File: src/hdl/ptc_pkg.sv
package ptc_pkg;

	localparam int FIFO_DEPTH_DEF = 4;
	localparam int FRONT_STAGES   = 12;
	localparam int DIV_BITS       = 2;
	localparam int DIV_STAGES     = 64 / DIV_BITS;

	localparam logic [1:0] REG_TEMP_COEFFS = 2'd0;
	localparam logic [1:0] REG_PRESS_LOW   = 2'd1;
	localparam logic [1:0] REG_PRESS_HIGH  = 2'd2;
	localparam logic [1:0] REG_PRESS_NINE  = 2'd3;

	localparam int          FINE_OFFSET = 128000;
	localparam int          PRESS_FULL  = 1048576;
	localparam logic [11:0] NUM_SCALE   = 12'd3125;
	localparam int          DEN_BIAS_SH = 47;
	localparam int          DEN_SH      = 33;
	localparam int          P4_SH       = 35;
	localparam int          P5_SH       = 17;

	typedef struct packed {
		logic [15:0] t1;
		logic [15:0] t2;
		logic [15:0] t3;
		logic [15:0] p1;
		logic [15:0] p2;
		logic [15:0] p3;
		logic [15:0] p4;
		logic [15:0] p5;
		logic [15:0] p6;
		logic [15:0] p7;
		logic [15:0] p8;
		logic [15:0] p9;
	} coeff_t;

	// Request handed from the front part to the back part.
	typedef struct packed {
		logic [18:0] temp;
		logic [23:0] fine;
		logic [63:0] num;
		logic [30:0] den;
		logic        inv;
	} work_t;

endpackage

File: src/hdl/ptc_fifo.sv
module ptc_fifo #(
	parameter int DEPTH = ptc_pkg::FIFO_DEPTH_DEF
) (
	input  logic           clk,
	input  logic           arst_n,
	input  logic           push,
	input  ptc_pkg::work_t din,
	output logic           full,
	input  logic           pop,
	output logic           not_empty,
	output ptc_pkg::work_t dout
);
	import ptc_pkg::*;

	localparam int AW = (DEPTH > 1) ? $clog2(DEPTH) : 1;
	localparam int CW = $clog2(DEPTH + 1);

	work_t          mem_q [DEPTH];
	logic [AW-1:0]  wr_q, rd_q;
	logic [CW-1:0]  cnt_q;
	logic           do_push, do_pop;

	assign full      = (cnt_q == CW'(DEPTH));
	assign not_empty = (cnt_q != '0);
	assign do_push   = push & ~full;
	assign do_pop    = pop & not_empty;
	assign dout      = mem_q[rd_q];

	always_ff @(posedge clk) begin
		if (do_push) begin
			mem_q[wr_q] <= din;
		end
	end

	always_ff @(posedge clk or negedge arst_n) begin
		if (!arst_n) begin
			wr_q  <= '0;
			rd_q  <= '0;
			cnt_q <= '0;
		end else begin
			if (do_push) begin
				wr_q <= (wr_q == AW'(DEPTH - 1)) ? '0 : wr_q + 1'b1;
			end
			if (do_pop) begin
				rd_q <= (rd_q == AW'(DEPTH - 1)) ? '0 : rd_q + 1'b1;
			end
			case ({do_push, do_pop})
				2'b10:   cnt_q <= cnt_q + 1'b1;
				2'b01:   cnt_q <= cnt_q - 1'b1;
				default: cnt_q <= cnt_q;
			endcase
		end
	end

endmodule

File: config.mk
export PLATFORM = sky130hd
export DESIGN_NAME = ptc_fifo
export DESIGN_NICKNAME = d
export VERILOG_FILES = /design/src/hdl/ptc_pkg.sv /design/src/hdl/ptc_fifo.sv
export SDC_FILE = /design/constraint.sdc
export NUM_CORES = 1
export LEC_CHECK = 0
export ABC_CLOCK_PERIOD_IN_PS = 11800
export BUFFER_PORTS_ARGS = -buffer_cell sky130_fd_sc_hd__buf_2
export CAP_MARGIN = 20
export CORE_ASPECT_RATIO = 1.5
export CORE_MARGIN = 10
export CORE_UTILIZATION = 45
export DETAILED_ROUTE_END_ITERATION = 7
export PLACE_DENSITY = 0.71
export RECOVER_POWER = 50
export SYNTH_ARGS = -nofsm -noshare
export SYNTH_HDL_FRONTEND = slang
export SYNTH_SLANG_ARGS = --single-unit
File: constraint.sdc
create_clock -name clk -period 11.8 [get_ports clk]
set_clock_uncertainty 0.05 [all_clocks]
set_input_delay 2.95 -clock clk [delete_from_list [all_inputs] [get_ports clk]]
set_output_delay 2.95 -clock clk [all_outputs]
set_load 0.005 [all_outputs]
==> flow_summary_export.csv, run 1 <==
group,metric,value,unit
synth,synth-xor-area-share,0.1282,%
floorplan,core_area,44930,sq um
power_and_ir_drop,p_leak,7.759,nW
global_routing,grt_pass1_wl,63200,um
clocking,clockRootBuffer,"clkbuf_16",
power_and_ir_drop,power_density,249.5,nW/um^2
critical_path,cp_data_required_time,11.82,ns
clocking,cts_tree,"done",
synth,synth_nets,917,
timing,period_share,60.40,%
global_routing,antenna_found_initial,9,
cells_and_area,final_layout_size_suffix_gt1_share,32.50,%
global_routing,grt.overflow.total,0,
critical_path,arrival,7.15,ns
global_routing,grt_pass1_vias,9828,
synth,synth_compound_area_share,0,%
place,placed_area,22520,sq um
critical_path,setup.worst_path.end_class,"flip-flop",
cells_and_area,final_design_area_no_fill,23950,sq um
clocking,clk_pin_slew,0.06,ns
routing,vias,9057,
timing,tns,0,ns
critical_path,critical_path_class,"input pin to flip-flop",
clocking,cts_sinks,563,
critical_path,regToRegSetupSlack,6.57,ns
power_and_ir_drop,peakVddDrop,0.0001594,V
place,gp_congestion,0.7268,
hold_path,hold_class,"flip-flop to flip-flop",
critical_path,crit_path_max_fanout,61,
synth,synth_top_family_by_area,"multiplexers",
synth,synth-edff-count,556,
timing,tightest_slew,3.999,ns
synth,avgSynthCellArea,26.72,sq um
synth,synth_common_cells,"edfxtp_1 (556), mux4_2 (139), buf_2 (16), buf_6 (11)",
place,place_ws,5.311,ns
timing,hold_viol_final,0,
global_routing,grt_start_max_net_pins,69,
synth,async_flop_share,1.243,%
synth,synth-seq-cells,563,
timing,fin_crit,7.128,ns
routing,drt_iter0_markers,550,
synth,synth_top_flop_cell,"edfxtp_1",
timing,setup_viol,0,
cells_and_area,areaGrowthSynthToFinish,16.90,%
clocking,clk_latency,0.56,ns
floorplan,die_h,281.4,um
critical_path,critPathLaunchType,"input pin",
clocking,cts_made_buffers,50,
cells_and_area,seq_area,16880,sq um
critical_path,crit_start,"push",
power_and_ir_drop,power,5.977,mW
place,hpwl,26540,um
cells_and_area,final.fill_count,3486,
synth,ys_seq_area_share,82.33,%
hold_path,min_from,"cnt_q[2]$_DFFE_PN0P_",
timing,rsz0062_at_grt,"no",
run_status,failed_checks,"capacitance limit, slew limit",
clocking,htreeDepth,2,
global_routing,grt_usage,15.08,%
synth,synth-warning-count,0,
routing,vias_per_cell,5.300,
floorplan,start_util,45.61,%
synth,synthSimpleGateAreaFrac,0.2931,%
clocking,clock_path_buffers,3,
synth,synth_cells,767,
critical_path,r2r_start,"cnt_q[2]$_DFFE_PN0P_",
clocking,cts_resized,0,
floorplan,ioPinCount,284,
synth,synthDistinctLibCells,20,
synth,synth_fa_ha_area_share,0.4641,%
routing,final_antenna_net_count,0,
run_status,outcome,"finished, violations left",
timing,timing.final.ws_setup,4.672,ns
synth,synth_mux_area_share,15.55,%
floorplan,dieArea,54650,sq um
routing,drc,0,
clocking,post-cts-setup-buffer-count,0,
timing,drv_slew,187,
routing,wl_per_cell,24.37,um
synth,synth_top_area_share,81.48,%
synth,synth_area_leaders,"edfxtp_1 (81%), mux4_2 (15%), dfrtp_1 (0.85%)",
synth,syn-cell-area,20490,sq um
synth,yosysMostFrequentCell,"edfxtp_1",
synth,synth_top_cell_by_area,"edfxtp_1",
place,io_buffers,283,
clocking,ctsHoldBuffers,0,
floorplan,rows,95,
floorplan,die_w,194.2,um
cells_and_area,multi_input_comb_area,3367,sq um
cells_and_area,fin_util,53.31,%
flow_run,drv_cap,3,
timing,relSlewSlack,-166.6,%
routing,dr.pass1.iters,4,
cells_and_area,nNetsFinal,1233,
routing,drt_wl_total,41650,um
timing,fmax,0.1403,GHz
[per-layer routing]
metal	track usage, %	part of all wire, %	up-vias
met1	17.99	37	4747
met4	5.656	3.1	6
met5	0	0.096	-
met2	25.94	53	266
met3	3.875	6.4	76
li1	-	-	3962
[sequential cells by signal (all words and copies together), names as in the netlist]
| name | count |
|---|---|
| rd_q | 2 |
| mem_q | 556 |
| cnt_q | 3 |
| wr_q | 2 |
[kinds of logic after synthesis]
group,Yosys count
adder cells (fa/ha/maj),7
XOR/XNOR,3
flip-flops,563
multiplexers,144
AND/OR/NAND/NOR,11
buffers and inverters,39
[through the flow]
stage                     instances  hold slack (ns)
after global placement         1613           0.4113
after global routing           1709           0.4532
after floorplan                 767           0.3971
final                          1709           0.4415
after CTS                      1705           0.4342
after detailed placement       1613           0.4257
[power by group]
group	switching, mW	internal, mW	total, mW
logic	0.822	0.753	1.58
clock network	0.678	0.908	1.59
registers	0.153	2.66	2.82
[layout by cell type, fill, tap and decap left out]
master,synthesis,routed
clkbuf_1,4,155
buf_4,1,10
clkinv_4,0,1
clkbuf_16,0,53
buf_2,16,141
diode_2,0,4
xor2_1,2,2
mux4_2,139,139
fa_1,1,1
dfrtp_1,7,5
bufinv_16,0,4
inv_1,7,7
nor2_1,3,3
clkinv_8,0,1
edfxtp_1,556,556
inv_6,0,3
nor3b_1,1,1
mux2_2,4,4
clkinv_2,0,7
dfrtp_4,0,2
nand2_1,1,1
and2_0,0,4
clkinv_1,0,13
ha_1,6,6
or3_1,1,1
mux2i_1,1,1
nor2b_1,1,1
xnor2_1,1,1
[path summary, 6_finish.rpt]
path,endpoint,cells past startpoint
max reg2reg,mem_q[0][104]$_DFFE_PP_,4
min reg2reg,cnt_q[2]$_DFFE_PN0P_,1
min,cnt_q[2]$_DFFE_PN0P_,1
max in group asynchronous,rd_q[1]$_DFFE_PN0P_,1
min in group asynchronous,rd_q[0]$_DFFE_PN0P_,1
max,mem_q[0][104]$_DFFE_PP_,4
[cell type report]
type / instances / share of cell area, %
antenna: 4 / 0.04179
clock buffer: 63 / 5.693
clock inverter: 29 / 1.066
inverter: 7 / 0.1097
multi-input combinational: 165 / 14.06
sequential: 563 / 70.46
tap: 582 / 3.040
timing repair buffer: 296 / 5.531
[worst max-delay path: stages]
cell and delay [ns]:
buf_2 0.07, nor2b_1 0.42, and2_0 0.81, clkbuf_1 2.77
Power figures use the tool's default switching activity.
==> run 2, diff against run 1 <==
- ABC_CLOCK_PERIOD_IN_PS: 11800 -> 6800
- clock period: 11.8 -> 6.8 ns (I/O delays scaled with it)
==> flow_summary_export.csv, run 2 (synthesis gave the netlist of run 1 again) <==
group,metric,value,unit
floorplan,core_area,44930,sq um
global_routing,grt_pass1_vias,9989,
clocking,cts_sinks,563,
timing,hold_viol_final,0,
floorplan,rows,95,
run_status,outcome,"finished, violations left",
power_and_ir_drop,power_density,431.3,nW/um^2
flow_run,drv_cap,3,
cells_and_area,regMostFlops,"mem_q",
timing,relSlewSlack,-120.4,%
timing,tightest_slew,3.306,ns
critical_path,cp_cell_sequence,"buf_2, nor2b_1, and2_0, buf_12",
place,dp.cells,1608,
clocking,clock_path_buffers,3,
routing,final_antenna_net_count,0,
clocking,htreeDepth,2,
floorplan,dieArea,54650,sq um
power_and_ir_drop,peakVddDrop,0.0002616,V
routing,drt_iter0_markers,492,
clocking,ctsHoldBuffers,0,
critical_path,slowest_stage,"and2_0",
cells_and_area,final_cell_mix,"edfxtp_1 (556), clkbuf_1 (147), buf_2 (143), mux4_2 (139), clkbuf_16 (53)",
cells_and_area,largest_reg_flops,556,
critical_path,critical_path_class,"input pin to flip-flop",
run_status,failed_checks,"capacitance limit, slew limit",
timing,drv_slew,94,
cells_and_area,reg.largest.list,"mem_q: 556 flops, cnt_q: 3 flops",
timing,fmax,0.1934,GHz
timing,fin_crit,5.170,ns
place,gp_congestion,0.7246,
clocking,clk_latency,0.56,ns
floorplan,ioPinCount,284,
routing,vias_per_cell,5.310,
timing,rsz0062_at_grt,"no",
routing,vias,9043,
critical_path,cpLargestDelayFamily,"simple AND/OR/NAND/NOR gates",
place,io_buffers,283,
timing,setup_viol,0,
cells_and_area,final_common_cell,"edfxtp_1",
timing,hold-worst-slack,0.4221,ns
critical_path,slowest_delay,2.43,ns
cells_and_area,multi_input_comb_area,3369,sq um
clocking,clk_pin_slew,0.06,ns
clocking,cts_resized,0,
cells_and_area,final.fill_count,3498,
global_routing,grt.overflow.total,0,
floorplan,die_w,194.2,um
floorplan,die_h,281.4,um
cells_and_area,finalNonFillerCells,1703,
global_routing,grt_start_max_net_pins,115,
clocking,cts_tree,"done",
routing,wl_per_cell,24.64,um
place,hpwl,25940,um
floorplan,start_util,45.61,%
routing,dr.pass1.iters,5,
global_routing,antenna_found_initial,6,
global_routing,grt_pass1_wl,63380,um
global_routing,grt_usage,15.15,%
critical_path,crit_path_max_fanout,97,
cells_and_area,areaGrowthSynthToFinish,17.24,%
critical_path,critPathBufInv,2,
critical_path,arrival,5.31,ns
routing,drc,0,
critical_path,critPathLaunchType,"input pin",
timing,tns,0,ns
critical_path,cp_data_required_time,6.94,ns
power_and_ir_drop,p_leak,7.775,nW
cells_and_area,nNetsFinal,1231,
cells_and_area,final_layout_size_suffix_gt1_share,33.01,%
critical_path,setup.worst_path.end_class,"flip-flop",
timing,period_share,76.03,%
routing,drt_wl_total,41960,um
clocking,clockRootBuffer,"clkbuf_16",
cells_and_area,seq_area,16880,sq um
clocking,post-cts-setup-buffer-count,0,
hold_path,hold_class,"flip-flop to flip-flop",
cells_and_area,fin_util,53.47,%
clocking,cts_made_buffers,51,
-- run 2: changes by cell type in the layout (fill, tap and decap cells not counted), moves of 2 or more --
| cell | delta |
|---|---|
| buf_4 | -8 |
| inv_6 | -3 |
| buf_12 | +6 |
| clkinvlp_4 | +3 |
| buf_16 | +2 |
| buf_2 | +2 |
| clkbuf_1 | -8 |
-- run 2: where the power goes --
group,internal (mW),switching [mW]
clock,1.53,1.18
sequential,4.59,0.252
combinational,1.36,1.45
-- run 2: metrics by stage --
step	setup slack, ns	power, mW	cell area [sq um]
4_1_cts	1.853	10.56	24140
2_1_floorplan	0.9970	6.653	20490
6_report	1.630	10.36	24020
5_1_grt	1.351	10.89	24020
3_3_place_gp	2.495	7.776	22560
3_5_place_dp	2.470	7.826	22560
-- run 2: area by class of cell --
cell class / instances / share of cell area, %
diodes: 3 / 0.03125
clock buffers: 60 / 5.630
clock inverters: 30 / 0.9583
inverters: 7 / 0.1094
multi-input cells: 165 / 14.03
flip-flops and latches: 563 / 70.26
well taps: 582 / 3.031
repair buffers: 293 / 5.958
-- run 2: worst register-to-register path, cell delays in order, from the launching register on --
cell     delay [ns]
dfrtp_1        0.39
nor3b_1        0.17
nor2b_1        0.40
and2_0         2.43
buf_12         0.49
-- run 2: worst paths after layout --
check | startpoint | endpoint | slack, ns | depth (start not counted)
min | cnt_q[2]$_DFFE_PN0P_ | cnt_q[2]$_DFFE_PN0P_ | 0.42 | 1
min reg2reg | cnt_q[2]$_DFFE_PN0P_ | cnt_q[2]$_DFFE_PN0P_ | 0.42 | 1
min in group asynchronous | arst_n | cnt_q[1]$_DFFE_PN0P_ | 1.01 | 1
max reg2reg | cnt_q[2]$_DFFE_PN0P_ | mem_q[2][58]$_DFFE_PP_ | 2.29 | 4
max in group asynchronous | arst_n | rd_q[1]$_DFFE_PN0P_ | 5.34 | 1
max | push | mem_q[2][58]$_DFFE_PP_ | 1.63 | 4
-- run 2: per-layer routing --
layer | up-vias | part of all wire (%) | global-route usage [%]
li1 | 3945 | - | -
met1 | 4734 | 36 | 17.42
met2 | 281 | 54 | 26.53
met3 | 75 | 7.1 | 4.541
met4 | 8 | 2.6 | 5.161
met5 | - | 0.14 | 0
==> run 3, diff against run 2 <==
- ABC_CLOCK_PERIOD_IN_PS: 6800 -> 4400
- PLACE_DENSITY: 0.71 -> 0.73
- clock period: 6.8 -> 4.4 ns (I/O delays scaled with it)
==> flow_summary_export.csv, run 3 (synthesis gave the netlist of run 1 again) <==
group,metric,value,unit
flow_run,drv_cap,4,
floorplan,die_w,194.2,um
timing,tightest_slew,2.453,ns
floorplan,dieArea,54650,sq um
critical_path,critPathLaunchType,"input pin",
cells_and_area,nNetsFinal,1254,
clocking,cts_sinks,563,
floorplan,core_area,44930,sq um
timing,hold_viol_final,0,
critical_path,arrival,3.91,ns
clocking,ctsHoldBuffers,0,
clocking,htreeDepth,2,
timing,fin_crit,3.710,ns
timing,hold-worst-slack,0.4040,ns
routing,dr.pass1.iters,4,
floorplan,die_h,281.4,um
cells_and_area,largest_reg_flops,556,
global_routing,grt_pass1_wl,62850,um
routing,drt_iter0_markers,506,
clocking,cts_tree,"done",
global_routing,grt_start_max_net_pins,47,
cells_and_area,regMostFlops,"mem_q",
global_routing,grt_pass1_vias,10055,
timing,tns,0,ns
run_status,outcome,"finished, violations left",
clocking,clockRootBuffer,"clkbuf_16",
cells_and_area,final_layout_size_suffix_gt1_share,34.36,%
critical_path,crit_start,"push",
clocking,cts_made_buffers,50,
routing,wl_per_cell,24.22,um
cells_and_area,final_common_cell,"edfxtp_1",
place,dp.cells,1634,
floorplan,start_util,45.61,%
critical_path,r2r_start,"cnt_q[2]$_DFFE_PN0P_",
place,gp_congestion,0.7588,
floorplan,ioPinCount,284,
clocking,cts_resized,0,
place,hpwl,27760,um
critical_path,critical_path_class,"input pin to flip-flop",
power_and_ir_drop,peakVddDrop,0.0004065,V
place,io_buffers,283,
global_routing,grt_usage,14.96,%
critical_path,cp_data_required_time,4.60,ns
timing,setup_viol,0,
critical_path,setup.worst_path.end_class,"flip-flop",
clocking,clk_pin_slew,0.06,ns
cells_and_area,final_cell_mix,"edfxtp_1 (556), clkbuf_1 (152), buf_2 (143), mux4_2 (139), clkbuf_16 (51)",
routing,drt_wl_total,41710,um
timing,drv_slew,138,
cells_and_area,areaGrowthSynthToFinish,18.57,%
timing,period_share,84.32,%
power_and_ir_drop,power_density,670.2,nW/um^2
clocking,clock_path_buffers,3,
hold_path,hold_class,"input pin to async pin",
clocking,clk_latency,0.55,ns
timing,fmax,0.2695,GHz
cells_and_area,finalNonFillerCells,1722,
run_status,failed_checks,"capacitance limit, slew limit",
critical_path,crit_path_max_fanout,40,
cells_and_area,reg.largest.list,"mem_q: 556 flops, cnt_q: 3 flops",
global_routing,antenna_found_initial,7,
power_and_ir_drop,p_leak,7.933,nW
routing,final_antenna_net_count,0,
floorplan,rows,95,
global_routing,grt.overflow.total,0,
timing,relSlewSlack,-63.54,%
routing,drc,0,
routing,vias_per_cell,5.323,
routing,vias,9167,
clocking,post-cts-setup-buffer-count,0,
timing,rsz0062_at_grt,"no",
## run 3: cell types whose count changed in the layout (fill, tap and decap cells not counted), moves of 3 or more
| cell | previous run | this run |
|---|---|---|
| buf_4 | 2 | 20 |
| clkbuf_1 | 147 | 152 |
| clkinv_1 | 13 | 5 |
| bufinv_16 | 3 | 7 |
| buf_12 | 6 | 14 |
| and2_0 | 3 | 0 |
| and2_1 | 0 | 4 |
## run 3: per-layer routing
metal / track usage [%] / routed length (um) / vias up
met4: 5.319 / 1271 / 10
met5: 0 / 66 / -
met2: 26.32 / 22270 / 291
met3: 3.887 / 2807 / 80
li1: - / - / 3988
met1: 17.43 / 15290 / 4798
## run 3: worst paths after layout
check                           slack [ns]  cells past startpoint                     to
worst max-delay path                  0.69                      4  mem_q[2][4]$_DFFE_PP_
worst min-delay path                  0.40                      1    rd_q[1]$_DFFE_PN0P_
worst max register to register        0.77                      4  mem_q[2][4]$_DFFE_PP_
worst min register to register        0.44                      1   cnt_q[2]$_DFFE_PN0P_
max in group asynchronous             3.56                      1    rd_q[0]$_DFFE_PN0P_
min in group clk                      0.44                      1   cnt_q[2]$_DFFE_PN0P_
## run 3: cell type report
cell class	count	area (sq um)
tap	582	728.2
fill	3490	20630
timing repair buffer	317	1672
inverter	7	26.28
antenna	2	5.005
sequential	563	16880
multi-input combinational	165	3367
clock inverter	23	297.8
clock buffer	63	1321
## run 3: critical path, cell delays in order
cell     delay (ns)
buf_2          0.07
nor2b_1        0.38
and2_1         1.87
buf_4          0.47
## run 3: metrics by stage
stage	cell area, sq um	power [mW]	setup WS, ns	util [%]
after floorplan	20500	10.19	0.7323	-
after global placement	22860	12.18	1.308	50.87
after detailed placement	22860	12.27	1.259	50.87
after CTS	24480	16.61	0.6832	54.48
after global routing	24300	17.08	0.4251	54.07
final	24300	16.28	0.6898	54.07
## run 3: report_power, final
part	switching (mW)	internal, mW
Combinational	2.27	2.24
Clock	1.77	2.53
Sequential	0.391	7.09
